[src/rtl/core/fah_div.sv]
// fah_div: pipelined restoring divider, one quotient bit per stage, with
// an overflow flag when the quotient does not fit. Standalone module.
module fah_div #(
  parameter int NW = 32,
  parameter int DW = 16,
  parameter int QW = 16,
  parameter int SW = 1
) (
  input  logic          clk,
  input  logic          rst_n,
  input  logic          en,
  input  logic          in_vld,
  input  logic [NW-1:0] in_num,
  input  logic [DW-1:0] in_den,
  input  logic [SW-1:0] in_sb,
  output logic          out_vld,
  output logic [QW-1:0] out_q,
  output logic          out_ovf,
  output logic [SW-1:0] out_sb
);

  logic          vld_r [QW+1];
  logic [DW-1:0] rem_r [QW+1];
  logic [DW-1:0] d_r   [QW+1];
  logic [QW-1:0] lo_r  [QW+1];
  logic [QW-1:0] q_r   [QW+1];
  logic          ovf_r [QW+1];
  logic [SW-1:0] sb_r  [QW+1];

  logic [NW-1:0] hi_part;
  assign hi_part = in_num >> QW;

  always_ff @(posedge clk) begin
    if (!rst_n) begin
      for (int k = 0; k <= QW; k++) vld_r[k] <= 1'b0;
    end else if (en) begin
      vld_r[0] <= in_vld;
      for (int k = 0; k < QW; k++) vld_r[k+1] <= vld_r[k];
    end
  end

  always_ff @(posedge clk) begin
    logic [DW:0] t;
    logic [DW:0] diff;
    if (en) begin
      rem_r[0] <= hi_part[DW-1:0];
      d_r[0]   <= in_den;
      lo_r[0]  <= in_num[QW-1:0];
      q_r[0]   <= '0;
      ovf_r[0] <= (hi_part >= NW'(in_den));
      sb_r[0]  <= in_sb;
      for (int k = 0; k < QW; k++) begin
        t    = {rem_r[k], lo_r[k][QW-1]};
        diff = t - {1'b0, d_r[k]};
        if (t >= {1'b0, d_r[k]}) begin
          rem_r[k+1] <= diff[DW-1:0];
          q_r[k+1]   <= {q_r[k][QW-2:0], 1'b1};
        end else begin
          rem_r[k+1] <= t[DW-1:0];
          q_r[k+1]   <= {q_r[k][QW-2:0], 1'b0};
        end
        d_r[k+1]   <= d_r[k];
        lo_r[k+1]  <= {lo_r[k][QW-2:0], 1'b0};
        ovf_r[k+1] <= ovf_r[k];
        sb_r[k+1]  <= sb_r[k];
      end
    end
  end

  assign out_vld = vld_r[QW];
  assign out_q   = q_r[QW];
  assign out_ovf = ovf_r[QW];
  assign out_sb  = sb_r[QW];

endmodule

[config.mk]
export PLATFORM = sky130hd
export DESIGN_NAME = fah_div
export DESIGN_NICKNAME = d
export VERILOG_FILES = /design/src/rtl/core/fah_div.sv
export SDC_FILE = /design/constraint.sdc
export NUM_CORES = 1
export LEC_CHECK = 0
export BUFFER_PORTS_ARGS = -buffer_cell sky130_fd_sc_hd__clkbuf_2
export CORE_ASPECT_RATIO = 1.4
export CORE_MARGIN = 1.5
export CORE_UTILIZATION = 25
export CTS_CLUSTER_DIAMETER = 50
export CTS_CLUSTER_SIZE = 10
export DETAILED_ROUTE_END_ITERATION = 12
export GPL_TIMING_DRIVEN = 0
export PLACE_DENSITY_LB_ADDON = 0.25
export SLEW_MARGIN = 20
export SYNTH_ARGS = -nofsm -noshare
export SYNTH_HDL_FRONTEND = slang
export SYNTH_SLANG_ARGS = --single-unit
[constraint.sdc]
create_clock -name clk -period 7.7 [get_ports clk]
set_input_delay 0.385 -clock clk [delete_from_list [all_inputs] [get_ports clk]]
set_output_delay 0.385 -clock clk [all_outputs]
set_load 0.05 [all_outputs]
* Word level (Yosys, flattened, before mapping)
Memories as Yosys holds them, arrays and structs flattened.
Cells that the tools add are included.
** Operators by class
- Muxes and demuxes :: 150
- Add/sub/neg operators :: 16
- Magnitude comparators :: 17
- Bitwise logic cells :: 49
** Operators by type and width (count)
- 16-bit two-way mux :: 32
- 17-bit by 16-bit >= comparator with 1-bit output :: 16
- 16-bit subtractor :: 16
- 1-bit two-way mux :: 118
- 1-bit bitwise OR :: 49
- 16-bit >= comparator :: 1
** Word-level totals
- Input port bits :: 53
- Logic and storage cells :: 239
- Bits in registers :: 0
- Memories :: 7
- Memory bits (writable) :: 1139
** Memories
- d_r :: words 17, width 16, rd ports 16, clocked after Yosys merged registers in 0, wr ports 17, line 24 : logic [DW-1:0] d_r [QW+1];
- lo_r :: words 17, width 16, rd ports 16, clocked after Yosys merged registers in 0, wr ports 17, line 25 : logic [QW-1:0] lo_r [QW+1];
- q_r :: words 17, width 16, rd ports 17, clocked after Yosys merged registers in 0, wr ports 17, line 26 : logic [QW-1:0] q_r [QW+1];
- rem_r :: words 17, width 16, rd ports 16, clocked after Yosys merged registers in 0, wr ports 17, line 23 : logic [DW-1:0] rem_r [QW+1];
- ovf_r :: words 17, width 1, rd ports 17, clocked after Yosys merged registers in 0, wr ports 17, line 27 : logic ovf_r [QW+1];
- sb_r :: words 17, width 1, rd ports 17, clocked after Yosys merged registers in 0, wr ports 17, line 28 : logic [SW-1:0] sb_r [QW+1];
- 1 more memories

* Depth between registers and ports, before layout
An unclocked memory read counts as a cell.
- Word-level depth :: 6
- Mapped depth :: 12
- Mapped depth without buffers :: 12

* Worst setup path after synthesis
Ideal clock, no wire load.
- Path kind :: reg-to-reg
- Start point :: memory lo_r[3][15] (netlist: lo_r[0][63])
- End point :: memory rem_r[4][14], data pin
- Library setup time :: 0.260 ns
- Setup slack :: 4.761 ns
- Arrival :: 2.679 ns
- Clock period less this slack :: 2.939 ns
- Data required time :: 7.440 ns
- Path buffers :: 0
- Cell stages (with the launch flop) :: 12
- Cells stage by stage :: edfxtp_1 > inv_1 > ha_1 > inv_1 > fa_1 > a21o_1 > a21o_1 > a2111oi_0 > o31a_1 > o21ai_1 > a211o_1 > mux2_2
** RTL lines (line)
- start, declared :: 25
- end, declared :: 23

==> out/results.ini <==
[worst_hold_path]
worstHoldPathType=in -> reg

[timing]
timing.fmax_mhz=271
finalCriticalPeriod_ns=3.70
post-route-period-util_pct=48.0
worst_pin_slew_ns=1.01
slew_viol_final=0
whs_ns=0.246
maxSlewHeadroom_pct=32.9
hold_violations=0
skew_ns=0.0675
finalSetupViolations=0
rsz0062_at_grt=no

[global_route]
grt_pass1_wl_um=129000
grt_max_degree=87
grt_overflow=0
antenna_found_initial=1
grt_usage_pct=9.94
grt_pass1_vias=25200

[routing]
postRouteAntennaNets=0
first_pass_iters=4
routed-via-count=23300
via_per_inst=4.27
drc=0
finalWirelength_um=82900
post_drt_wl_per_cell_um=15.2
drt_iter0_drc=888

[cells_and_area]
drive_above_1_share_pct=15.0
nNetsFinal=3607
final_cell_mix=834 x edfxtp_1, 343 x inv_1, 272 x ha_1
seq_area_sq_um=25100
utilization_pct=29.8
nFillCells=16300
area.growth.synth_to_final_pct=18.6
antenna_cells=0
design_area_sq_um=48300
mostFrequentLayoutCell=edfxtp_1
multiInputGateArea_sq_um=14000

[floorplan]
ioPinCount=72
dieArea_sq_um=165000
die_y_um=481
start_util_pct=25.1
num_rows=175
core-area_sq_um=162000
die_x_um=344

[clock_tree]
post_cts_buffers=0
cts.sinks=835
numCtsBuffers=115
clkLatencyLatePin_ns=0.73
clk_pin_slew_ns=0.05
cts_resized=0
cts_buffer_depth=3
cts-root-buf=clkbuf_16
cts_tree=built
holdBufCountCts=51
cts_htree_levels=3

[worst_setup_path]
cp_slowest_cell=clkbuf_2
max_stage_delay_ns=0.54
start_kind=primary input
cp.required_ns=8.15
end_kind=register
worstPathMaxFanout=71
crit_top_cell=buf_16
path_cells=clkbuf_8 -> buf_16 -> buf_16 -> buf_16 -> clkbuf_1 -> clkbuf_2 -> nand4_2 -> buf_2 -> nor2_1 -> a21oi_1
worstSetupPathType=in -> reg
arrival_ns=4.14

[placed_design]
dpl_cell_area_sq_um=44000
place_congestion=0.807
dp_hpwl_um=62000
numPortBuffers=71

[synthesis]
synth.distinct_cells=79
yosysWarnings=0
postSynthCellCount=3019
synthTopCellsByArea=edfxtp_1 61%, ha_1 8.4%, mux2_2 4.2%
synth_area_per_cell_sq_um=13.5
ys_ff_latch=835
synth.top_cell.area_share_pct=61.5
syn_nets=3359
postSynth.asyncResetShare_pct=0
seq_area_frac_synth_pct=61.5
synth-main-ff-cell=edfxtp_1
synth_edf_count=834
syn-cell-area_sq_um=40700
synth_area_leader_cell=edfxtp_1

[flow_run]
drv_cap=0

[power_and_ir_drop]
powerDensity_nw_per_um2=365
vdd_drop_max_uv=202
leakagePower_uw=0.0186

[status]
status=complete, no violations

[cells in the mapped netlist, types with 6 or more instances]
cell / n
xnor2_1: 123
o211ai_1: 20
buf_4: 7
nor2_2: 6
inv_1: 343
o21a_1: 31
nor4_1: 6
o221ai_1: 7
and3_1: 24
o31a_1: 13
nand2b_1: 16
o21bai_1: 30
clkbuf_1: 38
mux2_4: 16
or3_1: 14
mux2_2: 152
o22ai_1: 6
ha_1: 272
mux2i_1: 13
nor2b_1: 24
and2_1: 31
xor2_1: 63
o21ai_0: 112
edfxtp_1: 834
a31o_2: 7
fa_1: 15
a21oi_2: 12
nand4_1: 37
o21ai_1: 14
nand3_1: 47
nor3_1: 39
a21oi_1: 152
a31oi_1: 16
buf_6: 6
a211oi_1: 25
nand2_1: 111
nor2_1: 142
buf_2: 6
a21o_1: 102
[final timing paths]
check	to	slack [ns]	depth (start not counted)	startpoint
max reg2reg	rem_r[9][11]	4.09	11	d_r[0][129]
min	lo_r[0][9]	0.25	1	en
min reg2reg	lo_r[0][107]	0.39	0	lo_r[0][90]
max	rem_r[6][6]	4.00	10	en
[flip-flops by register name (all words and copies together), names as in the netlist]
register	flops
d_r	256
rem_r	256
lo_r	136
q_r	136
ovf_r	17
sb_r	17
vld_r	17
[cell type report]
type / instances / area share (%)
inverters: 343 / 2.67
plain buffers: 60 / 0.738
well taps: 2124 / 5.50
flip-flops and latches: 835 / 51.9
repair buffers: 131 / 2.28
clock buffers: 129 / 6.07
multi-input cells: 1781 / 29.1
clock inverters: 65 / 1.77
[report_power, final]
part	leakage, uW	switching [uW]	internal [uW]	total, uW
combinational	0.00866	3080	2760	5850
sequential	0.00815	374	6200	6570
clock	0.00183	2010	3230	5230
total	0.0186	5470	12200	17700
[routing by layer]
layer  wire length [um]  global-route usage, %
met1              26600                   7.99
met2              49400                   21.3
met3               2710                   1.83
met4               4210                   5.59
met5                  0                      0
[critical path, delay by kind of cell]
family | cells | cell delay [ns]
buf+inv | 7 | 2.90
simple gates | 2 | 0.63
compound gates | 1 | 0.05
[stage by stage]
stage               std cells  setup slack [ns]  total power (uW)  setup TNS, ns
global route             5468              3.74             18700              0
CTS                      5468              3.88             17900              0
global placement         5214             -5.57             12500       -4214.12
finish                   5468              4.00             17700              0
floorplan                3019              4.76             11100              0
detailed placement       5223              3.08             12500              0
[cell families (layout without fill, tap and decap cells)]
family	count (synthesis)	count (layout)	share of synthesized area (%)
AOI/OAI and AO/OA	605	605	9.89
xor gates and xnor gates	186	186	4.00
DFF	835	835	61.5
muxes	182	182	5.14
buffers and inverters	403	728	3.99
and+or+nand+nor	521	521	6.36
adders and majority gates	287	287	9.09
(Power assumes the default switching activity.)
